## src/rtl/cobd_delay.sv

```systemverilog
// ----------------------------------------------------------------------------
// cobd_delay: aligning shift line
// carries a value alongside the pipeline for a fixed number of stages
// ----------------------------------------------------------------------------
`timescale 1ns / 1ps
`default_nettype none

module cobd_delay #(
    parameter int W     = 64,
    parameter int DEPTH = 2
) (
    input  logic         i_clk,
    input  logic         i_en,
    input  logic [W-1:0] i_d,
    output logic [W-1:0] o_d
);

    logic [W-1:0] r_sh [DEPTH];

    always_ff @(posedge i_clk) begin
        if (i_en) begin
            r_sh[0] <= i_d;
            for (int i = 1; i < DEPTH; i++) begin
                r_sh[i] <= r_sh[i-1];
            end
        end
    end

    assign o_d = r_sh[DEPTH-1];

endmodule

`default_nettype wire

```

## config.mk

```make
export PLATFORM = sky130hd
export DESIGN_NAME = cobd_delay
export DESIGN_NICKNAME = d
export VERILOG_FILES = /design/src/rtl/cobd_delay.sv
export SDC_FILE = /design/constraint.sdc
export NUM_CORES = 1
export LEC_CHECK = 0
export ABC_AREA = 1
export BUFFER_PORTS_ARGS = -buffer_cell sky130_fd_sc_hd__buf_2
export CAP_MARGIN = 0
export CELL_PAD_IN_SITES_DETAIL_PLACEMENT = 1
export CELL_PAD_IN_SITES_GLOBAL_PLACEMENT = 1
export CORE_MARGIN = 5
export CORE_UTILIZATION = 42
export CTS_BUF_LIST = sky130_fd_sc_hd__clkbuf_16
export CTS_CLUSTER_DIAMETER = 150
export DETAILED_ROUTE_END_ITERATION = 10
export PLACE_DENSITY_LB_ADDON = 0.08
export SETUP_SLACK_MARGIN = 0.05
export SYNTH_ARGS = -nofsm -noshare
export SYNTH_HDL_FRONTEND = slang
export SYNTH_SLANG_ARGS = --single-unit
```

## constraint.sdc

```tcl
create_clock -name i_clk -period 0.8 [get_ports i_clk]
set_input_delay 0.16 -clock i_clk [delete_from_list [all_inputs] [get_ports i_clk]]
set_output_delay 0.16 -clock i_clk [all_outputs]
set_load 0.005 [all_outputs]
```

* Yosys cells after proc, flatten, opt, wreduce, memory -nomap -nowiden
Memory sizes are Yosys's and may differ from the RTL's.
Index checks and enable logic that the tools add are counted.
Widths: inputs -> output; s select.
** Word-level totals
- Memory bits (writable) :: 128
- Bits of input ports :: 66
- Register bits :: 0
- Output and inout bits :: 64
- Memories :: 1
** Cells by class
- Multiplexer cells :: 2
** Memories
- r_sh :: depth 2, width 64, read ports 2, clocked after memory_dff 0, write ports 2, line 18 : logic [W-1:0] r_sh [DEPTH];
** Operators by type and width (count)
- $mux 1 :: 2

* Longest topological paths before layout
Gate-level depths: netlist (run 1).
- Depth in word-level cells :: 2
- Gate-level depth with buffers :: 1
- Mapped depth without buffers :: 0

* Worst setup path after synthesis (run 1)
No wires, ideal clock.
- Path type :: register to output
- Start :: memory r_sh[1][0], in the netlist r_sh[0][64]
- End :: output o_d[0]
- Cell stages (with the launch flop) :: 2
- Data required time :: 0.640 ns
- Path slack :: 0.173 ns
- Arrival time :: 0.467 ns
- Buffers on the path :: 1
- Cells stage by stage :: edfxtp_1 -> buf_4
** RTL lines
- start: declaration :: line 18
- end: declaration :: line 15 : output logic [W-1:0] o_d

==> results of run 1 <==
## routing by layer
metal,up-vias,global-route usage
met5,-,0
met4,0,0.05353
met3,9,0.06196
met2,85,0.2115
met1,972,0.1442
li1,967,-
## kinds of logic after synthesis
logic type  after synthesis  synth area share
flops                   128            0.8889
buf+inv                  64            0.1111
## cell usage in the layout (no fill, tap or decap)
| master | instances |
|---|---|
| sky130_fd_sc_hd__clkinv_4 | 3 |
| sky130_fd_sc_hd__inv_6 | 1 |
| sky130_fd_sc_hd__clkbuf_16 | 17 |
| sky130_fd_sc_hd__clkinv_1 | 3 |
| sky130_fd_sc_hd__buf_4 | 2 |
| sky130_fd_sc_hd__dlygate4sd3_1 | 64 |
| sky130_fd_sc_hd__buf_12 | 4 |
| sky130_fd_sc_hd__edfxtp_1 | 128 |
| sky130_fd_sc_hd__bufinv_16 | 2 |
| sky130_fd_sc_hd__clkinvlp_4 | 5 |
| sky130_fd_sc_hd__buf_2 | 128 |
## area by class of cell
type	count	area, µm²	area share
Sequential cell	128	3844	0.6450
Timing Repair Buffer	198	1376	0.2309
Clock buffer	17	425.4	0.07138
Tap cell	136	170.2	0.02855
Clock inverter	14	143.9	0.02414
## path summary, 6_finish.rpt
check                                    end  cells after the start  slack [ns]
worst max register to register  r_sh[0][114]                      0        0.14
worst min register to register  r_sh[0][125]                      0        0.42
worst min-delay path             r_sh[0][72]                      2        0.23
worst max-delay path                 o_d[19]                      1       -0.30
## through the flow
step	instances	worst slack, ns
6_report	493	-0.2988
5_1_grt	493	-0.3620
4_1_cts	493	-0.3328
3_5_place_dp	398	-0.1065
3_3_place_gp	398	-0.09171
2_1_floorplan	192	0.1729
## timing repair
action                                  in CTS  in global routing
hold buffers                                64                  0
buffers inserted                             0                  0
endpoints found under the setup margin      64                 64
hold endpoints to repair                    64                  0
## power groups by stage
| stage | Combinational, W | Clock (W) | Sequential [W] |
|---|---|---|---|
| final | 0.000834 | 0.00722 | 0.00809 |
| after detailed placement | 0.000599 | 0 | 0.00823 |
| after CTS | 0.000845 | 0.00742 | 0.00810 |
| after global placement | 0.000587 | 0 | 0.00820 |
| after global routing | 0.000908 | 0.00782 | 0.00813 |
| after floorplan | 0.000319 | 0 | 0.00818 |
==> results, run 1 <==
- The share of the core filled with cells in the final layout is 0.5851.
- The startpoint class of the critical path is a register.
- The slew at the pin closest to its max-slew limit is 0.1909 ns.
- The initial antenna violation count is 0.
- The critical path endpoint category is an output port.
- The reported max-cap violation count is 0.
- The die covers 12,420 µm².
- The chip height is 111.5 µm.
- The run finished, with violations left.
- Of the synthesized area, sequential elements account for 0.8889.
- The hold violation total from the final report came to 0.
- The flip-flop count of the largest register, all copies and words added is 128.
- The global-route congestion overflow total is 0.
- Walking the worst path, the cells encountered are buf_2.
- The setup clock skew after layout is 0.005102 ns.
- No sink is reached through more buffers than the 2 on the longest clock path.
- The dominant cell type by area after synthesis is sky130_fd_sc_hd__edfxtp_1.
- The sequential group share of total power is 0.501.
- The met1 layer wirelength in the final routing is 3050 µm.
- In this run the worst setup path begins at r_sh[0][83].
- The count of buffer and inverter cells on the critical path is 1.
- The per-cell routed wire length is 15.41 µm.
- The die is 111.5 µm wide.
- Summing internal, switching and leakage power gives 0.01614 W.
- The prevailing post-synth register cell is sky130_fd_sc_hd__edfxtp_1.
- The tree is rooted in a sky130_fd_sc_hd__clkbuf_16.
- The count of flip-flops with a built-in enable after synthesis is 128.
- The post-synth design cell area is 4324 µm².
- Once the clock tree was built, the resizer swapped 0 gates to a different size.
- The detailed-routed wire length on met3 is 543 µm.
- The post-detailed-route via-to-cell ratio is 4.124.
- The maximum single-stage delay on the critical path is 0.39 ns.
- The area added between synthesis and finish is 37.82%.
- Of the total power, combinational logic draws 0.052.
- The clock latency of the later-clocked register in the worst-skew pair is 0.40 ns.
- The min-delay analysis places its worst path in the category in -> reg.
- In this run, synthesis produced a sequential element count of 128.
- The count of vias placed by the detailed router is 2,033.
- The clock transition time at the flip-flop clock pins of the worst setup and hold paths is 0.06 ns.
- Across all hold checks on the routed design, the worst slack comes to 0.2328 ns.
- The routability-driven placement congestion ratio is 0.6896.
- For this design, the slowest cell found on the critical path is sky130_fd_sc_hd__edfxtp_1.
- After synthesis, the cell types taking the most area are sky130_fd_sc_hd__edfxtp_1 (89%), sky130_fd_sc_hd__buf_4 (11%).
- IR analysis of the VDD net gives a maximum drop of 1892 µV.
- The CTS tree is built.
- The share of total power dissipated in the clock network is 0.447.
- After synthesis, the most frequently instantiated cells are sky130_fd_sc_hd__edfxtp_1 (128), sky130_fd_sc_hd__buf_4 (64).
- The largest registers in the layout are r_sh x128.
- After detailed placement, the total cell area comes to 4750 µm².
- The worst-case setup margin in the final layout is -0.2988 ns.
- The multi-input combinational cell count is 0.
- The number of nets in the synthesized netlist is 258.
- The area of combinational cells with multiple inputs is 0 µm².
- The share of layout cells above drive strength 1 is 0.4538.
- Setup violations remaining at the end of the flow were counted as 64.
- The largest register by flop count is r_sh.
- The share of Yosys cell area claimed by the top area cell type is 0.8889.
- The beginning of the worst register-to-register path is r_sh[0][50].
- The number of fill cells is 929.
- The static power due to leakage is 2.331 nW.
- The headroom to the max-slew limit is 0.8727.
- In this run the core area contains 37 standard-cell rows.
- 0 antenna diodes ended up in the layout.
- After legalization and detailed placement, the total HPWL measured 4753 µm.
- The final cycle utilization of the critical path is 1.374.
- The H-tree generated during clock tree synthesis spans 4 levels.
- The path type of the worst setup path is reg -> out.
- The cell area after layout is 5959 µm².
- For this design, the sink count on the clock tree is 128.
- The number of DRC markers in iteration 0 is 72.
- The met2 wire length is 3906 µm.
- Dividing total power by cell area gives a power density of 2709 nW/µm².
- The count of pins over their slew limit is 0.
- For the worst setup path, the data required time is 0.64 ns.
- The arrival time reported for the critical path endpoint is 0.94 ns.
- In the global route stage, overall resource usage came out at 0.1287.
- For this design the total switching power over the nets is 0.003143 W.
- Setup repair after global routing could not meet its margin everywhere.
- After detailed routing, the total wire length is 7596 µm.
- In the post-synthesis netlist, the cell with the most instances is sky130_fd_sc_hd__edfxtp_1.
- Broken down by cell family, the worst path's largest delay share belongs to flip-flops.
- The initial utilization of the core area, before any placement, comes to 0.4246.
- The fraction of registers with async set/reset is 0.
- The number of placed I/O pins is 130.
- The remaining antenna violation count is 0.
- The maximum clock rate is 910.1 MHz.
- The count of cell types in the netlist is 2.
- The net count of the finished layout is 411.
- Counting I/O delays and the setup requirement, the final critical path takes 1.099 ns.
- The final reports fail on setup timing.
- Of all nets on the critical path, the largest fanout is 1.
- The detailed-routing iteration count for the pre-antenna-repair pass is 4.
- In this run the mean area of a mapped cell was 22.52 µm².
- After detailed routing, the number of remaining DRC violations is 0.
- The final sum of negative setup slack is -16.30 ns.
- The total clock buffers created by CTS is 17.
- The synthesized instance count is 192.
- In this run the top signal layer used is met4.
- The core region is 10,180 µm².
- The first-pass GRT wire length is 11,870 µm.
- The number of global-route vias before repair is 2,239.
- The number of warnings printed during yosys synthesis is 0.
- The design internal power is 0.01300 W.
- The total of buffers placed on input and output ports is 129.
- Entering global routing, the biggest net connects 36 pins.
- The hold path startpoint is i_en.
- Of the total power, the share spent switching nets is 0.1947.
Note: power is estimated with default switching activity, not from simulation.
==> run 2, diff against run 1 <==
==> config.mk (replaced) <==
export PLATFORM = sky130hd
export DESIGN_NAME = cobd_delay
export DESIGN_NICKNAME = d
export VERILOG_FILES = /design/src/rtl/cobd_delay.sv
export SDC_FILE = /design/constraint.sdc
export NUM_CORES = 1
export LEC_CHECK = 0
export ABC_AREA = 1
export CAP_MARGIN = 0
export CELL_PAD_IN_SITES_DETAIL_PLACEMENT = 1
export CELL_PAD_IN_SITES_GLOBAL_PLACEMENT = 1
export CORE_MARGIN = 5
export CORE_UTILIZATION = 45
export CTS_BUF_LIST = sky130_fd_sc_hd__clkbuf_16
export CTS_CLUSTER_DIAMETER = 150
export DETAILED_ROUTE_END_ITERATION = 10
export DONT_BUFFER_PORTS = 1
export PLACE_DENSITY_LB_ADDON = 0.08
export SETUP_SLACK_MARGIN = 0.02
export SYNTH_ARGS = -nofsm -noshare
export SYNTH_HDL_FRONTEND = slang
export SYNTH_SLANG_ARGS = --single-unit
==> run 2 against run 1 <==
  * The flow finishes with violations (hold timing, setup timing)
  * Design area down 11%
  * Global-route usage down 1.0 points
  * Sequential share of layout area up 7.9 points
  * Clock skew up 0.0061 ns
  * Die area down 6.1%
  * Sequential power up 0.9%
  * Fmax up 12%
  * Critical path depth down 1
  * Hold slack worse by 0.37 ns
  * Worst setup slack better by 0.12 ns
  * Critical path type unchanged
  * Highest routed layer unchanged
==> results, run 2 (synthesis results as in run 1) <==
- The flow ran to the end, but the final reports show violations.
- The checks that failed: hold timing, setup timing.
- The area of combinational cells with multiple inputs is 0 µm² (unchanged).
- The total of buffers placed on input and output ports is 0 (-100%).
- The row count is 35 (-5.4%).
- The half-perimeter wire length of the detailed placement result is 3557 µm (-25%).
- The clock latency of the later-clocked register in the worst-skew pair is 0.40 ns (about the same).
- Setup repair after global routing could not meet its margin everywhere.
- The startpoint class of the critical path is a register.
- The maximum clock path buffer count is 2 (unchanged).
- The largest net degree at the start of global routing came to 129 (+260%).
- The post-CTS resize count was 0 (unchanged).
- The largest register by flop count is r_sh.
- The headroom to the max-slew limit is 0.8840 (+0.01125).
- The slew at the pin closest to its max-slew limit is 0.1741 ns (-0.01688 ns).
- The post-detailed-route via-to-cell ratio is 4.365 (+5.9%).
- The maximum clock rate is 1018 MHz (+12%).
- The setup clock skew after layout is 0.01121 ns (+0.006110 ns).
- Leaving out fill and tap cells, the most frequent cells in the layout are sky130_fd_sc_hd__edfxtp_1 (128), sky130_fd_sc_hd__dlygate4sd3_1 (64), sky130_fd_sc_hd__clkbuf_16 (17).
- The post-layout net count was 277 (-33%).
- The net switching power of the design came to 0.002953 W (-6.0%).
- The count of H-tree levels built during CTS came to 4 (unchanged).
- The hold violation total from the final report was 120 (+120).
- The count of pins over their slew limit is 0 (unchanged).
- The number of DRC markers in iteration 0 is 73 (+1.4%).
- The first-pass GRT wire length is 9639 µm (-19%).
- The highest net fanout along the worst path came to 1 (unchanged).
- The final cycle utilization of the critical path is 1.228 (-0.1450).
- The sequential cell area is 3844 µm² (unchanged).
- The number of fill cells is 771 (-17%).
- The count of vias placed by the detailed router is 1,541 (-24%).
- The initial antenna violation count came to 0 (unchanged).
- The worst setup path is of the reg -> out kind.
- The number of DRC violations after detailed routing is 0 (unchanged).
- The placeable core region was 9284 µm² (-8.8%).
- The x dimension of the die was 108.0 µm (-3.1%).
- The multi-input combinational cell count is 0 (unchanged).
- The buffer count from post-CTS setup fixing is 0 (unchanged).
- The clock share of power is 0.503 (+0.056).
- The CTS tree is built.
- The proportion of power drawn by combinational gates is 0.015 (-0.037).
- The critical path endpoint category is an output port.
- The per-cell routed wire length is 18.70 µm (+21%).
- The clock tree root driver cell is sky130_fd_sc_hd__clkbuf_16.
- The count of final setup violators is 64 (unchanged).
- The sequential group share of total power is 0.481 (-0.020).
- Compared with the post-synthesis result, the final layout area differs by 22.80%.
- The library cell used most frequently in the layout, excluding fill and tap cells, is sky130_fd_sc_hd__edfxtp_1.
- The starting density of the core is 0.4658 (+0.04120).
- The overall fraction of global-route tracks in use is 0.1187 (-0.01001).
- The global-route congestion overflow total was 0 (unchanged).
- The clock transition time at the flip-flop clock pins of the worst setup and hold paths is 0.06 ns (about the same).
- The worst hold-check slack came to -0.1360 ns (-0.3687 ns).
- The net switching share of the total power is 0.1741 (-0.02058).
- The total clock buffers created by CTS was 17 (unchanged).
- The number of global-route vias before repair came to 1,730 (-23%).
- The share of layout cells above drive strength 1 is 0.1339 (-0.3199).
- The worst-case setup margin in the final layout is -0.1828 ns (+0.1160 ns).
- The number of sinks on the clock net is 128 (unchanged).
- The static power due to leakage came to 1.839 nW (-21%).
- The total length of routed wires was 6600 µm (-13%).
- The detailed-routing iteration count for the pre-antenna-repair pass is 5 (+1).
- The maximum vdd ir drop is 1436 µV (-24%).
- The remaining antenna violation count is 0 (unchanged).
- The design internal power is 0.01401 W (+7.8%).
- The routability-driven placement congestion ratio is 0.6379 (-7.5%).
- The count of hold buffers inserted by post-cts repair is 64 (unchanged).
- The flip-flop count of the largest register, all copies and words added is 128 (unchanged).
- The chip height is 108.0 µm (-3.1%).
- The reported max-cap violation count came to 0 (unchanged).
- The worst hold path class is in -> reg.
- The die area came to 11,670 µm² (-6.1%).
- The required arrival time at the worst endpoint is 0.64 ns (about the same).
- The post-route minimum period is 0.9828 ns (-0.1160 ns).
- The number of placed I/O pins is 130 (unchanged).
- In the final layout, the registers with the most flip-flops are r_sh x128.
- The antenna diode instance count is 0 (unchanged).
- The power density of the placed cells came to 3194 nW/µm² (+18%).
- The arrival time reported for the critical path endpoint came to 0.82 ns (-0.12 ns).
- The sum of internal, switching and leakage power is 0.01696 W (+5.1%).
-- run 2: path summary, 6_finish.rpt --
check        cells past startpoint  slack, ns    startpoint     endpoint
max                              0      -0.18  r_sh[0][106]      o_d[42]
min                              0      -0.14          i_en  r_sh[0][21]
max reg2reg                      0       0.15   r_sh[0][24]  r_sh[0][88]
min reg2reg                      0       0.42   r_sh[0][27]  r_sh[0][91]
-- run 2: per-stage QoR --
stage | utilization | setup slack, ns | TNS [ns] | cell area, µm² | std cells
6_report | 0.5720 | -0.1828 | -9.851 | 5310 | 353
5_1_grt | 0.5720 | -0.2214 | -12.82 | 5310 | 353
4_1_cts | 0.5720 | -0.2117 | -11.58 | 5310 | 353
3_5_place_dp | 0.4314 | 0.1649 | 0 | 4005 | 257
3_3_place_gp | 0.4314 | 0.1888 | 0 | 4005 | 257
2_1_floorplan | - | 0.1729 | 0 | 4324 | 192
-- run 2: power groups by stage --
| stage | combinational (W) | sequential [W] | clock (W) |
|---|---|---|---|
| floorplan | 0.000319 | 0.00818 | 0 |
| global route | 0.000276 | 0.00821 | 0.00918 |
| detailed placement | 0 | 0.00831 | 0 |
| finish | 0.000262 | 0.00816 | 0.00854 |
| CTS | 0.000257 | 0.00818 | 0.00871 |
| global placement | 0 | 0.00829 | 0 |
-- run 2: cell type report --
class,instances,share of cell area
clock inverter,15,0.04500
timing repair buffer,64,0.1206
tap,129,0.03040
sequential,128,0.7238
clock buffer,17,0.08011
-- run 2: metal layers --
metal  up-vias  global-route usage  routed length (µm)
met4         0             0.05681                  97
met3        10             0.07104                 569
li1        695                   -                   -
met5         -                   0                   0
met1       755              0.1176                2436
met2        81              0.1976                3497
-- run 2: timing repair --
item                                    in CTS  in global routing
endpoints found under the setup margin      64                 64
endpoints found under the hold margin      192                128
pin swaps                                    0                  0
==> run 3, diff against run 2 <==
==> constraint.sdc (replaced) <==
create_clock -name i_clk -period 1.27 [get_ports i_clk]
set_input_delay 0.254 -clock i_clk [delete_from_list [all_inputs] [get_ports i_clk]]
set_output_delay 0.254 -clock i_clk [all_outputs]
set_load 0.005 [all_outputs]
==> run 3 against run 2 <==
  * First-iteration DRC count grew 30%
  * Global-route usage shrank 0.85 points
  * Largest cell class unchanged
  * Power shrank 41%
  * Via count shrank 1.8%
  * Clock skew shrank 0.0050 ns
  * Die area is the same
  * Hold slack gained 0.10 ns
  * Largest power group is now registers
  * Routed wire length shrank 3.3%
  * Utilization shrank 0.77 points
  * Design area shrank 1.3%
  * The flow finishes with violations (hold timing)
  * Critical path depth is the same
==> results, run 3 (synthesis results as in run 1) <==
- The multi-input combinational cell count was 0 (unchanged).
- The largest net degree at the start of global routing is 129 (unchanged).
- The total stage count of the critical path is 0 (unchanged).
- The final cycle utilization of the critical path is 0.8464.
- The flip-flop count of the largest register, all copies and words added is 128 (unchanged).
- The worst hold-check slack is -0.03529 ns (+0.1007 ns).
- The die area came to 11,670 µm² (unchanged).
- The clock transition time at the flip-flop clock pins of the worst setup and hold paths came to 0.06 ns (about the same).
- The count of pins over their slew limit came to 0 (unchanged).
- The startpoint class of the critical path is a register.
- The startpoint identified for the worst register-to-register timing path is r_sh[0][3].
- The total length of routed wires came to 6380 µm (-3.3%).
- The chip height is 108.0 µm (unchanged).
- The count of vias placed by the detailed router came to 1,514 (-1.8%).
- The routability-driven placement congestion ratio is 0.6356 (-0.36%).
- The slew at the pin closest to its max-slew limit came to 0.1678 ns (-0.006218 ns).
- The CTS tree is built.
- The power density of the placed cells was 1919 nW/µm² (-40%).
- The area of combinational cells with multiple inputs is 0 µm² (unchanged).
- The clock tree root driver cell is sky130_fd_sc_hd__clkbuf_16.
- The worst setup path is captured at an output port.
- The initial antenna violation count is 0 (unchanged).
- The number of fill cells is 774 (+0.39%).
- The count of hold buffers inserted by post-cts repair came to 64 (unchanged).
- The tightest min-delay check is of the in -> reg type.
- The reported max-cap violation count is 0 (unchanged).
- The most critical setup path has its startpoint at r_sh[0][65].
- The number of DRC markers in iteration 0 came to 95 (+30%).
- The worst setup path is of the reg -> out kind.
- The post-detailed-route via-to-cell ratio is 4.289 (-1.8%).
- The row count is 35 (unchanged).
- The count of non-filler cells in the finished layout is 353 (unchanged).
- The endpoint of the worst register-to-register path is r_sh[0][67].
- The hold violation total from the final report was 30 (-75%).
- The x dimension of the die is 108.0 µm (unchanged).
- The maximum clock path buffer count was 2 (unchanged).
- The number of placed I/O pins is 130 (unchanged).
- The remaining antenna violation count was 0 (unchanged).
- The checks that failed: hold timing.
- The overall fraction of global-route tracks in use is 0.1102 (-0.008453).
- The internal reg-to-reg setup slack was 0.63 ns (+0.48 ns).
- Setup repair after global routing left no endpoint under its margin.
- The per-cell routed wire length came to 18.07 µm (-3.3%).
- The antenna diode instance count is 0 (unchanged).
- The number of DRC violations after detailed routing is 0 (unchanged).
- The number of sinks on the clock net came to 128 (unchanged).
- The run finished, with violations left.
- Leaving out fill and tap cells, the most frequent cells in the layout are sky130_fd_sc_hd__edfxtp_1 (128), sky130_fd_sc_hd__dlygate4sd3_1 (64), sky130_fd_sc_hd__clkbuf_16 (17).
- The logic depth of the worst register-to-register path is 0 (unchanged).
- The post-layout net count came to 277 (unchanged).
- The clock latency of the later-clocked register in the worst-skew pair was 0.40 ns (about the same).
- The final sum of negative setup slack is 0 ns (+9.851 ns).
- The leading cell type in the layout, fill and taps excluded is sky130_fd_sc_hd__edfxtp_1.
- The post-route minimum period is 1.075 ns.
- The total of buffers placed on input and output ports is 0 (unchanged).
- The cell count after placement is 257 (unchanged).
- The maximum vdd ir drop was 1354 µV (-5.7%).
- The critical path ends at o_d[1].
- The count of final setup violators is 0 (-100%).
- The area added between synthesis and finish is 21.15%.
- The setup clock skew after layout is 0.006185 ns (-0.005027 ns).
- The arrival time reported for the critical path endpoint is 0.82 ns (about the same).
- The first-pass GRT wire length was 9004 µm (-6.6%).
- The highest net fanout along the worst path was 1 (unchanged).
- The count of H-tree levels built during CTS is 4 (unchanged).
- The required arrival time at the worst endpoint is 1.02 ns (+0.38 ns).
- Ranked by flip-flop count, first place goes to r_sh.
- The number of global-route vias before repair came to 1,628 (-5.9%).
- The share of layout cells above drive strength 1 was 0.1339 (unchanged).
- The detailed-routing iteration count for the pre-antenna-repair pass is 4 (-1).
- The static power due to leakage is 1.812 nW (-1.4%).
- The largest registers in the layout are r_sh x128.
- The global-route congestion overflow total is 0 (unchanged).
- The post-CTS resize count is 0 (unchanged).
- The starting density of the core was 0.4658 (unchanged).
- The maximum clock rate is 930.3 MHz.
- The placeable core region is 9284 µm² (unchanged).
- The buffer count from post-CTS setup fixing is 0 (unchanged).
- The headroom to the max-slew limit came to 0.8881 (+0.004146).
- The total clock buffers created by CTS is 17 (unchanged).
## run 3: changes by cell type in the layout (fill, tap and decap cells not counted), sizes merged
cell	delta
inv	+2
clkinv	+1
bufinv	-3
## run 3: cell type report
type | instances | area [µm²] | area share
clock buffer | 17 | 425.4 | 0.08120
clock inverter | 15 | 167.7 | 0.03200
sequential | 128 | 3844 | 0.7337
tap | 129 | 161.4 | 0.03081
timing repair buffer | 64 | 640.6 | 0.1223
## run 3: worst min path at each step
stage	from	to	slack [ns]	depth (start not counted)
floorplan	i_d[0]	r_sh[0][0]	0.35	0
global placement	i_d[50]	r_sh[0][50]	0.35	0
detailed placement	i_d[15]	r_sh[0][15]	0.35	0
CTS	i_en	r_sh[0][47]	-0.05	0
global route	i_en	r_sh[0][123]	-0.06	0
finish	i_en	r_sh[0][123]	-0.04	0
## run 3: where the power goes
part | switching (W) | total [W] | internal, W
combinational | 0.0000335 | 0.000164 | 0.000131
clock | 0.00167 | 0.00475 | 0.00308
sequential | 0.000120 | 0.00514 | 0.00502
## run 3: stage by stage
stage / setup slack, ns / area (µm²) / util / total power (W) / hold WS, ns
after floorplan: 0.5489 / 4324 / - / 0.005352 / 0.3529
after global placement: 0.6036 / 4005 / 0.4314 / 0.005224 / 0.3529
after detailed placement: 0.6053 / 4005 / 0.4314 / 0.005233 / 0.3529
after CTS: 0.1682 / 5239 / 0.5643 / 0.01020 / -0.04725
after global routing: 0.1535 / 5239 / 0.5643 / 0.01047 / -0.06411
final: 0.1950 / 5239 / 0.5643 / 0.01005 / -0.03529
## run 3: layer usage
| metal | share of wire | track usage | vias up |
|---|---|---|---|
| met5 | 0 | 0 | - |
| met4 | 0.0033 | 0.03787 | 0 |
| met3 | 0.11 | 0.07940 | 2 |
| met2 | 0.53 | 0.1825 | 85 |
| met1 | 0.36 | 0.1077 | 731 |
| li1 | - | - | 696 |
